File: src/sv/efvf_pkg.sv
// Shared types, constants and the CORDIC angle table for the egomotion flow filter.
// Used by every module of the block; depends on nothing.
package efvf_pkg;

  localparam int COORD_BITS    = 12;
  localparam int CORDIC_STAGES = 16;
  localparam int DATA_W        = 36;   // CORDIC datapath width, holds focus-relative offsets
  localparam int ANGLE_W       = 16;   // Q3.12 angle accumulator
  localparam int CFG_IDX_W     = 3;
  localparam int CFG_DATA_W    = 32;
  localparam int QDEPTH        = 4;
  localparam int QPTR_W        = 2;
  localparam int DIV_STEPS     = 48;
  localparam int DIV_CNT_W     = 6;

  localparam logic signed [ANGLE_W-1:0] HALF_PI = 16'sd6434;

  typedef enum logic [CFG_IDX_W-1:0] {
    REG_ODOM_X       = 3'd0,
    REG_ODOM_Y       = 3'd1,
    REG_ODOM_Z       = 3'd2,
    REG_WIDTH_PX     = 3'd3,
    REG_HEIGHT_PX    = 3'd4,
    REG_ANGLE_THRESH = 3'd5,
    REG_SAMPLE_SHIFT = 3'd6
  } cfg_reg_t;

  typedef struct packed {
    logic                         present;
    logic        [COORD_BITS-1:0] pos_x;
    logic        [COORD_BITS-1:0] pos_y;
    logic signed [15:0]           flow_u;
    logic signed [15:0]           flow_v;
  } in_item_t;

  typedef struct packed {
    logic                         keep;
    logic        [COORD_BITS-1:0] out_x;
    logic        [COORD_BITS-1:0] out_y;
    logic signed [15:0]           out_u;
    logic signed [15:0]           out_v;
  } out_item_t;

  // Classified item handed from the front to the back
  typedef struct packed {
    logic                         active;
    logic        [COORD_BITS-1:0] pos_x;
    logic        [COORD_BITS-1:0] pos_y;
    logic signed [15:0]           flow_u;
    logic signed [15:0]           flow_v;
    logic signed [DATA_W-1:0]     dx;
    logic signed [DATA_W-1:0]     dy;
  } work_item_t;

  typedef struct packed {
    logic                         active;
    logic        [COORD_BITS-1:0] pos_x;
    logic        [COORD_BITS-1:0] pos_y;
    logic signed [15:0]           flow_u;
    logic signed [15:0]           flow_v;
  } pass_t;

  // atan(2^-i) in Q3.12, rounded to nearest
  function automatic logic signed [ANGLE_W-1:0] atan_q12(input int i);
    logic signed [ANGLE_W-1:0] a;
    case (i)
      0:  a = 16'sd3217;
      1:  a = 16'sd1899;
      2:  a = 16'sd1003;
      3:  a = 16'sd509;
      4:  a = 16'sd256;
      5:  a = 16'sd128;
      6:  a = 16'sd64;
      7:  a = 16'sd32;
      8:  a = 16'sd16;
      9:  a = 16'sd8;
      10: a = 16'sd4;
      11: a = 16'sd2;
      12: a = 16'sd1;
      default: a = 16'sd0;
    endcase
    return a;
  endfunction

endpackage

File: src/sv/efvf_div.sv
// Sequential signed divider for one focus component: (num * 2^16) / den, saturated.
// Restoring division, one quotient bit per cycle. Uses efvf_pkg.
module efvf_div (
  input  logic                clk,
  input  logic                rst,
  input  logic                start,
  input  logic signed [31:0]  num,
  input  logic signed [31:0]  den,
  output logic                busy,
  output logic signed [31:0]  quo
);

  logic [47:0]                       dvd;
  logic [31:0]                       rem;
  logic [31:0]                       dmag;
  logic [efvf_pkg::DIV_CNT_W-1:0]    cnt;
  logic                              neg;

  logic [31:0] nmag_in;
  logic [31:0] dmag_in;
  logic [32:0] trial;
  logic        take;
  logic [31:0] rem_next;
  logic [47:0] dvd_next;

  assign nmag_in = num[31] ? 32'(-num) : 32'(num);
  assign dmag_in = den[31] ? 32'(-den) : 32'(den);

  always_comb begin
    trial    = {rem, dvd[47]};
    take     = trial >= {1'b0, dmag};
    rem_next = take ? 32'(trial - {1'b0, dmag}) : trial[31:0];
    dvd_next = {dvd[46:0], take};
  end

  always_ff @(posedge clk) begin
    if (rst) begin
      busy <= 1'b0;
      cnt  <= '0;
      quo  <= '0;
    end else if (start) begin
      if (den == 32'sd0) begin
        busy <= 1'b0;
        if (num > 32'sd0)      quo <= 32'sh7FFFFFFF;
        else if (num < 32'sd0) quo <= 32'sh80000000;
        else                   quo <= '0;
      end else begin
        busy <= 1'b1;
        cnt  <= efvf_pkg::DIV_CNT_W'(efvf_pkg::DIV_STEPS);
        dvd  <= {nmag_in, 16'h0000};
        rem  <= '0;
        dmag <= dmag_in;
        neg  <= num[31] ^ den[31];
      end
    end else if (busy) begin
      dvd <= dvd_next;
      rem <= rem_next;
      cnt <= cnt - 1'b1;
      if (cnt == efvf_pkg::DIV_CNT_W'(1)) begin
        busy <= 1'b0;
        // saturate the magnitude to the signed 32-bit range
        if (neg) begin
          if (dvd_next > 48'h0000_8000_0000) quo <= 32'sh80000000;
          else                               quo <= 32'(-dvd_next[31:0]);
        end else begin
          if (dvd_next > 48'h0000_7FFF_FFFF) quo <= 32'sh7FFFFFFF;
          else                               quo <= dvd_next[31:0];
        end
      end
    end
  end

endmodule

File: config.mk
export PLATFORM = sky130hd
export DESIGN_NAME = efvf_div
export DESIGN_NICKNAME = d
export VERILOG_FILES = /design/src/sv/efvf_pkg.sv /design/src/sv/efvf_div.sv
export SDC_FILE = /design/constraint.sdc
export NUM_CORES = 1
export LEC_CHECK = 0
export BUFFER_PORTS_ARGS = -buffer_cell sky130_fd_sc_hd__buf_2
export CAP_MARGIN = 10
export CORE_UTILIZATION = 35
export DETAILED_ROUTE_END_ITERATION = 8
export SLEW_MARGIN = 20
export SYNTH_ARGS = -nofsm -noshare
export SYNTH_HDL_FRONTEND = slang
export SYNTH_SLANG_ARGS = --single-unit
File: constraint.sdc
create_clock -name clk -period 5.6 [get_ports clk]
set_input_delay 0.84 -clock clk [delete_from_list [all_inputs] [get_ports clk]]
set_output_delay 0.84 -clock clk [all_outputs]
set_load 0.03 [all_outputs]
==> results.toml <==
[run_status]
outcome = "completed"

[cts]
post-cts-setup-buffers = 0
cts.sink_count = 152
tritoncts = "built"
cts-htree-levels = 4
cts-root-to-sink-buffers = 2
clkTransAtPathRegs_ps = 60
clock_latency_ps = 440
cts.repair.resized = 0
cts_hold_buffers = 0
cts-buffers-inserted = 17
clk_root_buf = "sky130_fd_sc_hd__clkbuf_16"

[finish]
post_route_cells_drive_above_1_share = 0.151
stdcell_area_mm2 = 0.0112
antenna_cells_inserted = 0
final-instance-count-excl-fill = 1545
layout.core_utilization = 0.412
num-nets-final = 1266
synth_to_final_area_change_pct = 14.6

[yosys]
synth_edf_count = 113
synth_top_cells_by_count = "113 x sky130_fd_sc_hd__edfxtp_1, 109 x sky130_fd_sc_hd__nand2_1, 106 x sky130_fd_sc_hd__a21oi_1, 92 x sky130_fd_sc_hd__nor2_1, 81 x sky130_fd_sc_hd__o21ai_0"
synth_cell_type_count = 69
syn-instance-count = 1081
synth.ff_latch_count = 152
post_synth_instance_area_mm2 = 0.00976
synth_seq_area_share = 0.427
synth_most_common_cell = "sky130_fd_sc_hd__edfxtp_1"
dominantRegCellSynth = "sky130_fd_sc_hd__edfxtp_1"
netlist.area_leader.share = 0.348
yosys-top-cells-area = "sky130_fd_sc_hd__edfxtp_1 35%, sky130_fd_sc_hd__dfxtp_1 8.0%, sky130_fd_sc_hd__a21oi_1 5.4%"
synthesis.nets = 1186
avgSynthCellArea_um2 = 9.03
netlist.top_cell.by_area = "sky130_fd_sc_hd__edfxtp_1"
synthesis.yosys.warnings = 0
postSynth.asyncResetShare = 0

[routing]
detailroute.wirelength.met3_um = 1070
wirelength_um = 25600
via_count = 8410
drt_drc = 0
met1Wirelength_um = 12200
firstDrtPassIters = 6
detail_route.iter0.violations = 586
top_layer_used = "met4"
post_drt_via_cell_ratio = 5.44
detail-route-antenna-nets = 0
post_drt_wl_per_cell_um = 16.5
dr_wl_met2_um = 11700

[power]
power.density_mw_per_mm2 = 282
vdd_drop_max_mv = 0.196
total_leakage_power_nw = 4.28

[global_routing]
grt_max_degree = 92
antenna_found_initial = 0
grt_pass1_vias = 8122
first_pass_grt_wire_length_um = 42100
globalRouteOverflowTotal = 0
groute.usage.overall = 0.185

[hold_path]
hold_path_class = "reg -> reg"

[floorplanning]
design.core.area_mm2 = 0.0272
die-area_mm2 = 0.0286
fp.dieW_um = 169
std_cell_rows = 60
num_io_pins = 100
floorplan.die.height_um = 169
starting_density = 0.359

[sta]
clock.fmax_mhz = 193
final_max_slew_viol_count = 0
worst-slew-pin-transition_ps = 984
fin_hold_ws_ps = 494
min_period_ps = 5180
portion_of_the_clock_cycle_consumed_by_the_worst_path_in_the_final_layout = 0.924
finalHoldViolations = 0
setup_viol = 0
clock_skew_ps = 9.81
finalSetupTns_ps = 0
grt_setup_unrepaired = "false"
maxSlewHeadroom = 0.344

[setup_path]
crit_path_start_kind = "flop"
setup.worst_path.end_class = "flop"
critical-path-slowest-cell = "sky130_fd_sc_hd__or4_4"
cp_slowest_stage_delay_ps = 560
type_of_the_setup_path_with_the_least_slack = "reg -> reg"
cp_data_required_time_ps = 5970
crit_buf_inv = 1
r2r_setup_slack_ps = 420
critical_path.cell_chain = "ha_1 > a21oi_1 > o21ai_0 > a31oi_1 > and3_1 > nor4b_1 > nand3b_1 > nand3_2 > inv_1 > ha_1 > nor4b_1 > nand3_2 > or4_4 > a21oi_4 > nand2_2 > o31a_1 > mux2_2 > a21oi_2"
timing.critical_path.max_delay_family = "simple AND/OR/NAND/NOR gates"
critPathArrivalTime_ps = 5540
worstPathMaxFanout = 19

[placed_design]
hpwl_um = 18100
place.gp.congestion = 0.898
post-place-cells = 1514
io_buffers = 99
placed_area_mm2 = 0.0106

[flow_run]
timing.max_cap.violations = 0
-- area by class of cell --
cell class,count,area [um2]
sequential,152,4170
timing repair buffer,107,562
clock buffer,19,433
fill,2773,16000
clock inverter,12,130
inverter,49,184
multi-input combinational,834,5240
tap,372,465
-- layout by cell type (no fill, tap or decap), types with 9 or more instances in the layout --
master / synthesis / final
sky130_fd_sc_hd__ha_1: 37 / 37
sky130_fd_sc_hd__o21ai_0: 81 / 81
sky130_fd_sc_hd__or3_1: 18 / 18
sky130_fd_sc_hd__edfxtp_1: 113 / 113
sky130_fd_sc_hd__nand2_1: 109 / 109
sky130_fd_sc_hd__nand3_1: 16 / 15
sky130_fd_sc_hd__nor2b_1: 20 / 20
sky130_fd_sc_hd__nor3_1: 28 / 28
sky130_fd_sc_hd__xor2_1: 43 / 43
sky130_fd_sc_hd__o31ai_1: 22 / 22
sky130_fd_sc_hd__buf_2: 4 / 98
sky130_fd_sc_hd__or4_1: 9 / 9
sky130_fd_sc_hd__a21o_1: 19 / 19
sky130_fd_sc_hd__a21oi_1: 106 / 105
sky130_fd_sc_hd__or2_2: 17 / 17
sky130_fd_sc_hd__clkbuf_16: 0 / 17
sky130_fd_sc_hd__nor4_1: 18 / 18
sky130_fd_sc_hd__dfxtp_1: 39 / 39
sky130_fd_sc_hd__inv_1: 48 / 48
sky130_fd_sc_hd__a31oi_1: 23 / 23
sky130_fd_sc_hd__xnor2_1: 51 / 51
sky130_fd_sc_hd__nor2_1: 92 / 89
sky130_fd_sc_hd__o41ai_1: 10 / 10
-- registers in the layout (all words and copies together) (netlist names) --
| signal | count |
|---|---|
| busy | 1 |
| cnt | 6 |
| dmag | 32 |
| dvd | 48 |
| neg | 1 |
| quo | 32 |
| rem | 32 |
-- power breakdown --
group	leakage, nW	internal [mW]	switching (mW)
sequential	1.39	1.31	0.0529
clock	0.257	0.651	0.478
combinational	2.63	0.265	0.398
total	4.28	2.22	0.929
-- through the flow --
step | setup WS, ps | power, mW
after floorplan | 48.1 | 1.86
after global placement | 630 | 2.03
after detailed placement | 501 | 2.04
after CTS | 478 | 3.16
after global routing | 28.2 | 3.30
final | 425 | 3.15
-- logic make-up (layout without fill, tap and decap cells) --
family,after synthesis,count (layout),share of synthesized area
and+or+nand+nor,380,380,0.196
xor gates and xnor gates,94,94,0.0843
adders and majority gates,38,38,0.0495
muxes,6,6,0.00653
buffers and inverters,95,187,0.0378
DFF,152,152,0.427
AOI/OAI and AO/OA,316,316,0.198
-- worst min-delay path, delay by kind of cell (launching register included) --
kind | cells | cell delay, ps
AO/OA/AOI/OAI | 1 | 50
flip-flops | 1 | 300
AND/OR/NAND/NOR | 1 | 90
-- per-layer routing --
metal | GRT usage | vias up
met5 | 0 | -
met4 | 0.0666 | 0
met3 | 0.0297 | 37
met2 | 0.298 | 217
met1 | 0.251 | 4032
li1 | - | 4124
-- path summary, 6_finish.rpt --
path	start	endpoint	depth (start not counted)
setup / recovery	rem[19]	quo[23]	18
hold / removal	quo[4]	quo[4]	2
setup reg to reg	rem[19]	quo[23]	18
hold reg to reg	quo[4]	quo[4]	2
(Power assumes the default switching activity.)
