`src/sv/efvf_pkg.sv`:
```
// Shared types, constants and the CORDIC angle table for the egomotion flow filter.
// Used by every module of the block; depends on nothing.
package efvf_pkg;

  localparam int COORD_BITS    = 12;
  localparam int CORDIC_STAGES = 16;
  localparam int DATA_W        = 36;   // CORDIC datapath width, holds focus-relative offsets
  localparam int ANGLE_W       = 16;   // Q3.12 angle accumulator
  localparam int CFG_IDX_W     = 3;
  localparam int CFG_DATA_W    = 32;
  localparam int QDEPTH        = 4;
  localparam int QPTR_W        = 2;
  localparam int DIV_STEPS     = 48;
  localparam int DIV_CNT_W     = 6;

  localparam logic signed [ANGLE_W-1:0] HALF_PI = 16'sd6434;

  typedef enum logic [CFG_IDX_W-1:0] {
    REG_ODOM_X       = 3'd0,
    REG_ODOM_Y       = 3'd1,
    REG_ODOM_Z       = 3'd2,
    REG_WIDTH_PX     = 3'd3,
    REG_HEIGHT_PX    = 3'd4,
    REG_ANGLE_THRESH = 3'd5,
    REG_SAMPLE_SHIFT = 3'd6
  } cfg_reg_t;

  typedef struct packed {
    logic                         present;
    logic        [COORD_BITS-1:0] pos_x;
    logic        [COORD_BITS-1:0] pos_y;
    logic signed [15:0]           flow_u;
    logic signed [15:0]           flow_v;
  } in_item_t;

  typedef struct packed {
    logic                         keep;
    logic        [COORD_BITS-1:0] out_x;
    logic        [COORD_BITS-1:0] out_y;
    logic signed [15:0]           out_u;
    logic signed [15:0]           out_v;
  } out_item_t;

  // Classified item handed from the front to the back
  typedef struct packed {
    logic                         active;
    logic        [COORD_BITS-1:0] pos_x;
    logic        [COORD_BITS-1:0] pos_y;
    logic signed [15:0]           flow_u;
    logic signed [15:0]           flow_v;
    logic signed [DATA_W-1:0]     dx;
    logic signed [DATA_W-1:0]     dy;
  } work_item_t;

  typedef struct packed {
    logic                         active;
    logic        [COORD_BITS-1:0] pos_x;
    logic        [COORD_BITS-1:0] pos_y;
    logic signed [15:0]           flow_u;
    logic signed [15:0]           flow_v;
  } pass_t;

  // atan(2^-i) in Q3.12, rounded to nearest
  function automatic logic signed [ANGLE_W-1:0] atan_q12(input int i);
    logic signed [ANGLE_W-1:0] a;
    case (i)
      0:  a = 16'sd3217;
      1:  a = 16'sd1899;
      2:  a = 16'sd1003;
      3:  a = 16'sd509;
      4:  a = 16'sd256;
      5:  a = 16'sd128;
      6:  a = 16'sd64;
      7:  a = 16'sd32;
      8:  a = 16'sd16;
      9:  a = 16'sd8;
      10: a = 16'sd4;
      11: a = 16'sd2;
      12: a = 16'sd1;
      default: a = 16'sd0;
    endcase
    return a;
  endfunction

endpackage

```
`src/sv/efvf_front.sv`:
```
// Front part: accepts flow vectors, checks presence and grid, forms focus-relative offsets,
// and queues classified items for the back part. Uses efvf_pkg.
module efvf_front (
  input  logic                          clk,
  input  logic                          rst,
  input  logic                          in_valid,
  output logic                          in_ready,
  input  efvf_pkg::in_item_t            in_data,
  input  logic                          hold,
  input  logic signed [31:0]            focus_x,
  input  logic signed [31:0]            focus_y,
  input  logic [12:0]                   width_px,
  input  logic [12:0]                   height_px,
  input  logic [2:0]                    sample_shift,
  output logic                          q_valid,
  input  logic                          q_ready,
  output efvf_pkg::work_item_t          q_data
);

  efvf_pkg::work_item_t              queue [efvf_pkg::QDEPTH];
  logic [efvf_pkg::QPTR_W-1:0]       wr_ptr;
  logic [efvf_pkg::QPTR_W-1:0]       rd_ptr;
  logic [efvf_pkg::QPTR_W:0]         count;

  logic [efvf_pkg::COORD_BITS-1:0]   gmask;
  logic                              on_grid;
  logic signed [efvf_pkg::COORD_BITS:0] rel_x;
  logic signed [efvf_pkg::COORD_BITS:0] rel_y;
  efvf_pkg::work_item_t              entry;
  logic                              push;
  logic                              pop;

  assign in_ready = (count != (efvf_pkg::QPTR_W+1)'(efvf_pkg::QDEPTH)) && !hold;
  assign q_valid  = count != '0;
  assign q_data   = queue[rd_ptr];
  assign push     = in_valid && in_ready;
  assign pop      = q_valid && q_ready;

  always_comb begin
    gmask   = efvf_pkg::COORD_BITS'((efvf_pkg::COORD_BITS'(1) << sample_shift) - 1'b1);
    on_grid = ((in_data.pos_x & gmask) == '0) && ((in_data.pos_y & gmask) == '0);
    rel_x   = signed'({1'b0, in_data.pos_x}) - signed'({1'b0, width_px[12:1]});
    rel_y   = signed'({1'b0, in_data.pos_y}) - signed'({1'b0, height_px[12:1]});
    entry.active = in_data.present && on_grid;
    entry.pos_x  = in_data.pos_x;
    entry.pos_y  = in_data.pos_y;
    entry.flow_u = in_data.flow_u;
    entry.flow_v = in_data.flow_v;
    entry.dx = (efvf_pkg::DATA_W'(rel_x) <<< 16) - efvf_pkg::DATA_W'(focus_x);
    entry.dy = (efvf_pkg::DATA_W'(rel_y) <<< 16) - efvf_pkg::DATA_W'(focus_y);
  end

  always_ff @(posedge clk) begin
    if (push) queue[wr_ptr] <= entry;
  end

  always_ff @(posedge clk) begin
    if (rst) begin
      wr_ptr <= '0;
      rd_ptr <= '0;
      count  <= '0;
    end else begin
      if (push) wr_ptr <= wr_ptr + 1'b1;
      if (pop)  rd_ptr <= rd_ptr + 1'b1;
      if (push && !pop)      count <= count + 1'b1;
      else if (!push && pop) count <= count - 1'b1;
    end
  end

endmodule

```
`config.mk`:
```
export PLATFORM = sky130hd
export DESIGN_NAME = efvf_front
export DESIGN_NICKNAME = d
export VERILOG_FILES = /design/src/sv/efvf_pkg.sv /design/src/sv/efvf_front.sv
export SDC_FILE = /design/constraint.sdc
export NUM_CORES = 1
export LEC_CHECK = 0
export BUFFER_PORTS_ARGS = -buffer_cell sky130_fd_sc_hd__buf_2
export CORE_ASPECT_RATIO = 0.7
export CORE_UTILIZATION = 44
export DETAILED_ROUTE_END_ITERATION = 12
export PLACE_DENSITY_LB_ADDON = 0.2
export SLEW_MARGIN = 15
export SYNTH_ARGS = -nofsm -noshare
export SYNTH_HDL_FRONTEND = slang
export SYNTH_SLANG_ARGS = --single-unit
```
`constraint.sdc`:
```
create_clock -name clk -period 11.2 [get_ports clk]
set_clock_uncertainty 0.15 [all_clocks]
set_input_delay 1.12 -clock clk [delete_from_list [all_inputs] [get_ports clk]]
set_output_delay 1.12 -clock clk [all_outputs]
set_load 0.01 [all_outputs]
```
==> key figures, run 1 <==
Clock tree
  • Post-CTS Hold Buffers: 0
  • CTS tree: done
  • Num CTS Buffers: between 40 and 50
  • Setup Fix Bufs, Post-CTS: 0
  • H-tree levels: 2
  • Clock Latency Late Sink: 580 ps
  • Clk buf depth: 3
  • CTS Sinks: approximately 500
  • Resize count post-CTS: 0
  • Root buffer cell: clkbuf_16
  • Clock transition at path regs: ~60 ps

Flow run
  • MaxCap Viol Count: 0

Logic synthesis
  • FFs w/ async S/R, synth: 0
  • Yosys cell types: between 50 and 60
  • Post-synth top flop: edfxtp_1
  • Top-area cell type share of the netlist area: 0.6870
  • Top cells by count, synth: edfxtp_1, mux4_2, inv_1, ha_1, xnor2_1
  • Seq/Total Area, Yosys: 0.6953
  • Cells after Synth: roughly 1200
  • YS warnings: 0
  • Top-count cell post-synth: edfxtp_1
  • Avg Cell Area, Syn: around 18 µm²
  • Mapped Area: approximately 22000 µm²
  • FF+latch count, synth: roughly 500
  • Syn nets: 1405
  • Cell taking the most area after synthesis: edfxtp_1
  • Top cells by area, synth: edfxtp_1, mux4_2, ha_1, xnor2_1, inv_1
  • Post-synth EDFFs: approximately 490

Pwr
  • Total power: around 5.2 mW
  • Lkg Pwr: 8.898 nW
  • VDD IR max: roughly 140 µV
  • Power density over cell area: between 200 and 250 nW/µm²

Timing
  • Unrepaired setup endpoints after global routing: false
  • Least-Margin Pin Slew: between 1000 and 1500 ps
  • Setup TNS: 0 ps
  • Slew margin rel.: 0.2538
  • Worst Hold Margin: 371.4 ps
  • Setup Viol. Count Final: 0
  • Min Tclk post-route: about 5000 ps
  • Max-slew violation count: 0
  • Final hold violations: 0
  • Highest Clock Rate: approximately 200 MHz
  • Period utilisation layout: 0.4481

Cells and area
  • Layout Utilization: 0.5257
  • Layout area overhead: 17.42%
  • Net count, final: 1715
  • Finished Cell Area: around 25000 µm²
  • Share of layout cells above drive strength 1: 0.3312

Floorplan
  • Starting Density: 0.4477
  • I/O pin cnt: roughly 290
  • Core area: 48030 µm²
  • Die width: 266.3 µm
  • Die Area: between 40000 and 50000 µm²
  • Chip Height: between 150 and 200 µm
  • Row cnt: 67

Outcome
  • Status: complete, no violations

Setup path
  • Crit. End Element: flop
  • Startpoint types: input pin
  • CP required: around 11000 ps
  • Max FO, Critical Path: 6
  • CP arrival: roughly 5200 ps
  • Crit path kind: in -> reg

Place
  • Dpl cell area: between 20000 and 25000 µm²
  • Dpl hpwl: between 30000 and 40000 µm
  • Gp weighted congestion: 0.7734
  • PortBufs: about 280

Routing
  • Aggregate routed wire length: between 40000 and 50000 µm
  • Via count: roughly 12000
  • DRT antenna net count: 0
  • Initial DRC Count: between 800 and 900
  • DR vias/cell: roughly 5.3
  • Detailed-route DRC error count: 0
  • Routed WL per cell: about 21 µm
  • Initial DRT Pass Iterations: 5

Global routing
  • Vias in the first global route: between 10000 and 15000
  • Initial antenna violation count: 10
  • Total Routing Usage GR: 0.1925
  • Largest net degree at the start of global routing: 66
  • Remaining Overflow, GRT: 0
  • First-pass GRT wire length: around 70000 µm

Hold path
  • Hold Path Class: reg -> reg
[flip-flops by register name, indices dropped and copies added, names as in the netlist, named ones only]
register and cells:
queue 492, rd_ptr 2, wr_ptr 2, count 3
[where the power goes]
group	switching, mW	internal (mW)	leakage [nW]
Clock	0.675	0.900	0.749
Sequential	0.0954	2.24	4.54
Combinational	0.697	0.629	3.61
Total	1.47	3.77	8.90
[cell families after synthesis]
kind of cell | synth area share
compound gates | 0.03816
xor+xnor | 0.03421
fa+ha+maj | 0.04003
buf+inv | 0.02199
flops | 0.6953
mux | 0.1297
simple gates | 0.04055
[layer usage]
metal	vias to the layer above	wire length (µm)	GRT usage
li1	5330	-	-
met5	-	38	0
met1	5876	21280	0.2761
met4	6	749	0.04509
met3	65	3261	0.04818
met2	290	21810	0.2970
[through the flow]
stage               setup slack [ps]  cells
finish                          6182   2194
global route                    5822   2187
CTS                             6201   2186
detailed placement              5609   2097
global placement                5635   2097
floorplan                       6145   1183
[final timing paths]
| check | slack (ps) | startpoint | depth (start not counted) | endpoint |
|---|---|---|---|---|
| worst max-delay path | 6180 | in_data[32] | 18 | queue[1][31] |
| worst min-delay path | 370 | count[2] | 2 | count[2] |
| worst max register to register | 7640 | count[0] | 5 | queue[2][47] |
| worst min register to register | 370 | count[2] | 2 | count[2] |
[final cells by class]
| class | instances | area, µm² |
|---|---|---|
| tap | 655 | 819.5 |
| clock inverter | 28 | 217.7 |
| inverter | 84 | 315.3 |
| multi-input combinational | 562 | 6100 |
| sequential | 501 | 14960 |
| clock buffer | 61 | 1314 |
| timing repair buffer | 295 | 1506 |
| fill | 3902 | 22780 |
| antenna | 8 | 20.02 |
[cells in the final DEF (no fill, tap or decap), types with 13 or more instances in the layout]
cell type | synthesis | final
nor2_1 | 47 | 47
nand2_1 | 30 | 30
a21o_1 | 13 | 13
clkbuf_16 | 0 | 51
edfxtp_1 | 492 | 492
a21oi_1 | 37 | 37
nor3_1 | 17 | 17
xnor2_1 | 56 | 56
inv_1 | 84 | 84
ha_1 | 64 | 64
buf_2 | 0 | 283
mux4_2 | 123 | 123
o21ai_0 | 22 | 22
xor2_1 | 28 | 28
[worst max-delay path, stage by stage]
cell	delay, ps
buf_2	170
inv_1	80
ha_1	210
fa_1	220
inv_1	50
a21o_1	140
a21oi_1	430
o21bai_1	120
a21o_1	220
a311oi_1	430
o211ai_1	200
o31ai_1	550
ha_1	380
inv_1	120
o21bai_1	100
or3_1	310
o22ai_1	160
xnor2_1	210
Power figures use the tool's default switching activity.
==> run 2, diff against run 1 <==
- clock period: 11.2 -> 4 ns (I/O delays scaled with it)
==> key figures, run 2 (synthesized netlist as in run 1, its figures left out) <==
Outcome
  • Status: complete, no violations

Setup path
  • R2R setup slack: 1400 ps (-6240 ps)
  • Worst-path cell chain: dlygate4sd3_1 > buf_2 > ha_1 > inv_1 > o21bai_1 > a21o_1 > a21oi_2 > o21ai_0 > buf_4 > a311oi_1 > buf_4 > xnor2_1 > ha_1 > nor2b_1 > o21ai_0 > nand2b_1 > a21oi_2 > nor2b_1 > o21ai_1 > a41o_1
  • Family with the most delay on the worst path: compound AO/OA/AOI/OAI gates
  • Crit. End Element: flop
  • WP buf/inv: 5 (+1)
  • Worst Reg-to-Reg Cells: 9 (+4)
  • RR Endpoint: count[2]
  • Reg2reg start: count[0]
  • CP required: 4250 ps (-7170 ps)
  • CP arrival: 4040 ps (-1200 ps)
  • Max FO, Critical Path: 6 (unchanged)
  • Crit path kind: in -> reg
  • Max incr delay on CP: 530 ps (-20 ps)
  • Max stage delay cell, worst path: dlygate4sd3_1
  • Startpoint types: input pin

Pwr
  • Lkg Pwr: 9.466 nW (+6.4%)
  • Total power: 15.15 mW (+190%)
  • VDD IR max: 516.3 µV (+280%)
  • Power density over cell area: 572.0 nW/µm² (+180%)

Routing
  • DRT antenna net count: 0 (unchanged)
  • Aggregate routed wire length: 47910 µm (+1.6%)
  • Via count: 11980 (+3.5%)
  • DR vias/cell: 5.203 (-1.3%)
  • Initial DRC Count: 718 (-16%)
  • Routed WL per cell: 20.81 µm (-3.1%)
  • Initial DRT Pass Iterations: 4 (-1)
  • Detailed-route DRC error count: 0 (unchanged)

Cells and area
  • Finished Cell Area: 26490 µm² (+4.9%)
  • Share of layout cells above drive strength 1: 0.3504 (+0.01924)
  • Net count, final: 1827 (+6.5%)
  • Layout Utilization: 0.5515 (+0.02576)
  • Layout area overhead: 23.18%
  • Most frequent cells in the layout: edfxtp_1, buf_2, mux4_2
  • Regs by FF count: queue (492), count (3)
  • Most common cell after layout, fill and taps aside: edfxtp_1
  • Largest reg by FF count: queue
  • Max reg flops: 492 (unchanged)

Clock tree
  • H-tree levels: 2 (unchanged)
  • CTS Sinks: 501 (unchanged)
  • Clock transition at path regs: 70 ps (about the same)
  • CTS tree: done
  • Clk buf depth: 3 (unchanged)
  • Clock Latency Late Sink: 570 ps (about the same)
  • Num CTS Buffers: 49 (unchanged)
  • Root buffer cell: clkbuf_16

Flow run
  • MaxCap Viol Count: 0 (unchanged)

Global routing
  • Remaining Overflow, GRT: 0 (unchanged)
  • Total Routing Usage GR: 0.1947 (+0.002152)
  • First-pass GRT wire length: 73080 µm (+2.3%)
  • Largest net degree at the start of global routing: 74 (+12%)
  • Vias in the first global route: 12440 (+4.6%)
  • Initial antenna violation count: 9 (-1)

Timing
  • Highest Clock Rate: ~260 MHz
  • Least-Margin Pin Slew: 730.6 ps (-388.6 ps)
  • Unrepaired setup endpoints after global routing: false
  • Slew margin rel.: 0.5129 (+0.2591)
  • Final hold violations: 0 (unchanged)
  • Setup TNS: 0 ps (unchanged)
  • Period utilisation layout: 0.9473
  • Min Tclk post-route: ~3800 ps
  • Max-slew violation count: 0 (unchanged)
  • Setup Viol. Count Final: 0 (unchanged)

Floorplan
  • Chip Height: 187.0 µm (unchanged)
  • Row cnt: 67 (unchanged)
  • Starting Density: 0.4477 (unchanged)
  • Die width: 266.3 µm (unchanged)
  • I/O pin cnt: 286 (unchanged)
  • Core area: 48030 µm² (unchanged)
  • Die Area: 49780 µm² (unchanged)

Hold path
  • Hold path depth: 2 (unchanged)
  • Min-delay src: in_data[32]
  • Hold Path Class: in -> reg
  • Min-Delay Endpoint: queue[2][104]

Place
  • PortBufs: 283 (unchanged)
  • Dpl cell area: 24250 µm² (+2.3%)
  • Dpl hpwl: 31710 µm (+3.5%)
  • Gp weighted congestion: 0.8420 (+8.9%)
-- run 2: cell type report --
type	instances	area [µm²]
diodes	6	15.01
clock buffers	60	1267
clock inverters	27	326.6
fillers	3846	21540
inverters	84	315.3
multi-input cells	562	6173
flip-flops and latches	501	14960
well taps	655	819.5
repair buffers	407	2613
-- run 2: repair_timing --
item                                    4_1_cts  5_1_grt
resized for setup                             0       14
endpoints found under the hold margin       228        0
hold buffers                                 56        0
endpoints found under the setup margin        0       32
buffers inserted                              0        0
-- run 2: worst reg2reg max path, stage by stage (launching register included) --
cell     delay (ps)
dfxtp_1         410
nor2_1           60
a21oi_1         390
and2_1          290
ha_1            210
inv_1            60
fa_1            370
xor2_1          160
or3_1           300
a21oi_1         140
-- run 2: worst max-delay path by stage --
stage,startpoint,end,slack (ps),cells after the start
6_report,in_data[47],queue[1][71],210,20
5_1_grt,in_data[36],queue[2][31],50,16
4_1_cts,in_data[46],queue[3][71],100,20
3_5_place_dp,in_data[32],queue[0][31],-250,19
3_3_place_gp,in_data[32],queue[0][31],-190,19
2_1_floorplan,in_data[32],queue[0][31],100,18
-- run 2: routing by layer --
metal,vias to the layer above,global-route usage,part of all wire
met1,6040,0.2724,0.45
met2,314,0.3122,0.47
met4,6,0.04531,0.017
met5,-,0,0.00073
met3,69,0.04292,0.063
li1,5548,-,-
-- run 2: metrics by stage --
| step | instances | hold WS, ps | worst slack, ps |
|---|---|---|---|
| 2_1_floorplan | 1183 | 318.0 | 96.91 |
| 3_3_place_gp | 2153 | 335.7 | -192.0 |
| 3_5_place_dp | 2153 | 348.4 | -254.9 |
| 4_1_cts | 2296 | 1.726 | 95.83 |
| 5_1_grt | 2298 | 27.00 | 52.40 |
| 6_report | 2302 | 37.11 | 210.6 |
-- run 2: where the power goes --
group	total (mW)	switching (mW)	internal (mW)	leakage (nW)
Combinational	4.13	2.18	1.95	4.15
Clock	4.64	1.93	2.71	0.772
Sequential	6.38	0.107	6.28	4.54
Total	15.2	4.22	10.9	9.47
==> run 3, diff against run 2 <==
- clock period: 4 -> 3.4 ns (I/O delays scaled with it)
==> key figures, run 3 (synthesized netlist as in run 1, its figures left out) <==
Outcome
  • Status: complete, no violations

Global routing
  • First-pass GRT wire length: 73980 µm (+1.2%)
  • Total Routing Usage GR: 0.1961 (+0.001404)
  • Remaining Overflow, GRT: 0 (unchanged)
  • Busiest grt layer: met2
  • Largest net degree at the start of global routing: 74 (unchanged)
  • GR Util met1: 0.2794 (+0.007013)
  • Grt met3 use: 0.04292 (unchanged)
  • Initial antenna violation count: 14 (+5)
  • Vias in the first global route: 12590 (+1.1%)
  • Met2 usage: 0.3090 (-0.003205)

Pwr
  • Sw Pwr: 4.995 mW (+18%)
  • Switching Fraction: 0.2812 (+0.002979)
  • Cell Int Power: 12.77 mW (+17%)
  • Reg power frac: 0.425 (+0.004)
  • Power density over cell area: 652.0 nW/µm² (+14%)
  • VDD IR max: 351.2 µV (-32%)
  • Clock network power share: 0.286 (-0.020)
  • Logic pwr share: 0.288 (+0.016)
  • Total power: 17.76 mW (+17%)
  • Lkg Pwr: 9.836 nW (+3.9%)

Cells and area
  • Layout Utilization: 0.5672 (+0.01568)
  • Regs by FF count: queue (492), count (3)
  • Net count, final: 1903 (+4.2%)
  • Share of layout cells above drive strength 1: 0.3909 (+0.04053)
  • Finished Cell Area: 27240 µm² (+2.8%)
  • Most common cell after layout, fill and taps aside: edfxtp_1
  • Max reg flops: 492 (unchanged)
  • Layout area overhead: 26.68%
  • Most frequent cells in the layout: edfxtp_1, buf_2, mux4_2, buf_4, inv_1
  • Largest reg by FF count: queue
  • Cell Count, Final, Fillers Out: 2381 (+3.4%)

Clock tree
  • Root buffer cell: clkbuf_16
  • Clock Latency Late Sink: 570 ps (about the same)
  • Clock transition at path regs: 60 ps (about the same)
  • CTS Sinks: 501 (unchanged)
  • H-tree levels: 2 (unchanged)
  • CTS tree: done
  • Clk buf depth: 3 (unchanged)
  • Num CTS Buffers: 48 (-2.0%)

Hold path
  • Hold Path Class: in -> reg
  • Min-delay src: focus_y[6]

Routing
  • Via count: 12200 (+1.8%)
  • Initial DRT Pass Iterations: 5 (+1)
  • Aggregate routed wire length: 48520 µm (+1.3%)
  • Initial DRC Count: 757 (+5.4%)
  • DRT antenna net count: 0 (unchanged)
  • Detailed-route DRC error count: 0 (unchanged)
  • Routed WL per cell: 20.38 µm (-2.1%)
  • DR vias/cell: 5.122 (-1.6%)

Flow run
  • MaxCap Viol Count: 0 (unchanged)

Setup path
  • WP buf/inv: 3 (-2)
  • CP required: 3550 ps (-700 ps)
  • Startpoint types: input pin
  • CP Launch Point: in_data[38]
  • Crit path kind: in -> reg
  • Reg2reg start: count[0]
  • Max FO, Critical Path: 6 (unchanged)
  • Crit. End Element: flop
  • Max stage delay cell, worst path: dlygate4sd3_1
  • CP arrival: 3430 ps (-610 ps)
  • Worst-path cell chain: dlygate4sd3_1 > buf_2 > ha_2 > and2_1 > a311oi_2 > o211ai_1 > xor2_1 > ha_1 > a21o_1 > a21oi_2 > buf_4 > o31ai_4 > o31a_1 > xor2_2
  • Family with the most delay on the worst path: compound AO/OA/AOI/OAI gates
  • Max incr delay on CP: 540 ps (about the same)

Timing
  • Setup Viol. Count Final: 0 (unchanged)
  • Final WS setup: 114.5 ps (-96.15 ps)
  • Period utilisation layout: 0.9663
  • Setup TNS: 0 ps (unchanged)
  • Final hold violations: 0 (unchanged)
  • Unrepaired setup endpoints after global routing: true
  • Worst Hold Margin: 33.09 ps (-4.018 ps)
  • Least-Margin Pin Slew: 569.9 ps (-160.8 ps)
  • Highest Clock Rate: around 300 MHz
  • Slew margin rel.: 0.6166 (+0.1037)
  • Min Tclk post-route: ~3300 ps
  • Max-slew violation count: 0 (unchanged)

Place
  • Inst Count DP: 2219 (+3.1%)
  • Pre-CTS setup slack: -552.8 ps (-297.9 ps)
  • Dpl hpwl: 32240 µm (+1.7%)
  • Gp weighted congestion: 0.8214 (-2.4%)
  • PortBufs: 283 (unchanged)
  • Dpl cell area: 24940 µm² (+2.8%)

Floorplan
  • Chip Height: 187.0 µm (unchanged)
  • I/O pin cnt: 286 (unchanged)
  • Core area: 48030 µm² (unchanged)
  • Die Area: 49780 µm² (unchanged)
  • Die width: 266.3 µm (unchanged)
  • Starting Density: 0.4477 (unchanged)
  • Row cnt: 67 (unchanged)
## run 3: cell type report
cell class,instances,area [µm²]
well taps,655,819.5
repair buffers,484,3276
diodes,7,17.52
multi-input cells,562,6335
flip-flops and latches,501,14960
fillers,3798,20790
inverters,84,335.3
clock inverters,34,276.5
clock buffers,54,1224
## run 3: layer usage
| layer | up-vias | part of all wire |
|---|---|---|
| met5 | - | 0.0017 |
| met4 | 12 | 0.018 |
| met3 | 74 | 0.059 |
| met2 | 303 | 0.47 |
| met1 | 6102 | 0.45 |
| li1 | 5704 | - |
## run 3: worst paths after layout
kind                       end  slack, ps  cells past startpoint
hold / removal     queue[2][6]         30                      2
hold reg to reg       count[2]        370                      2
setup reg to reg      count[2]        850                      9
setup / recovery  queue[0][30]        110                     14
## run 3: power by group through the flow
stage                     combinational [mW]  clock [mW]  sequential [mW]
after floorplan                         3.16           0             7.58
after global placement                  5.04           0             7.68
after detailed placement                5.09           0             7.70
after CTS                               5.17        5.24             7.57
after global routing                    5.58        5.44             7.60
final                                   5.12        5.08             7.56
## run 3: timing repair
item,4_1_cts,5_1_grt
endpoints found under the hold margin,249,4
gates resized for setup,0,26
hold buffers,63,1
setup buffers,0,3
endpoints found under the setup margin,0,48
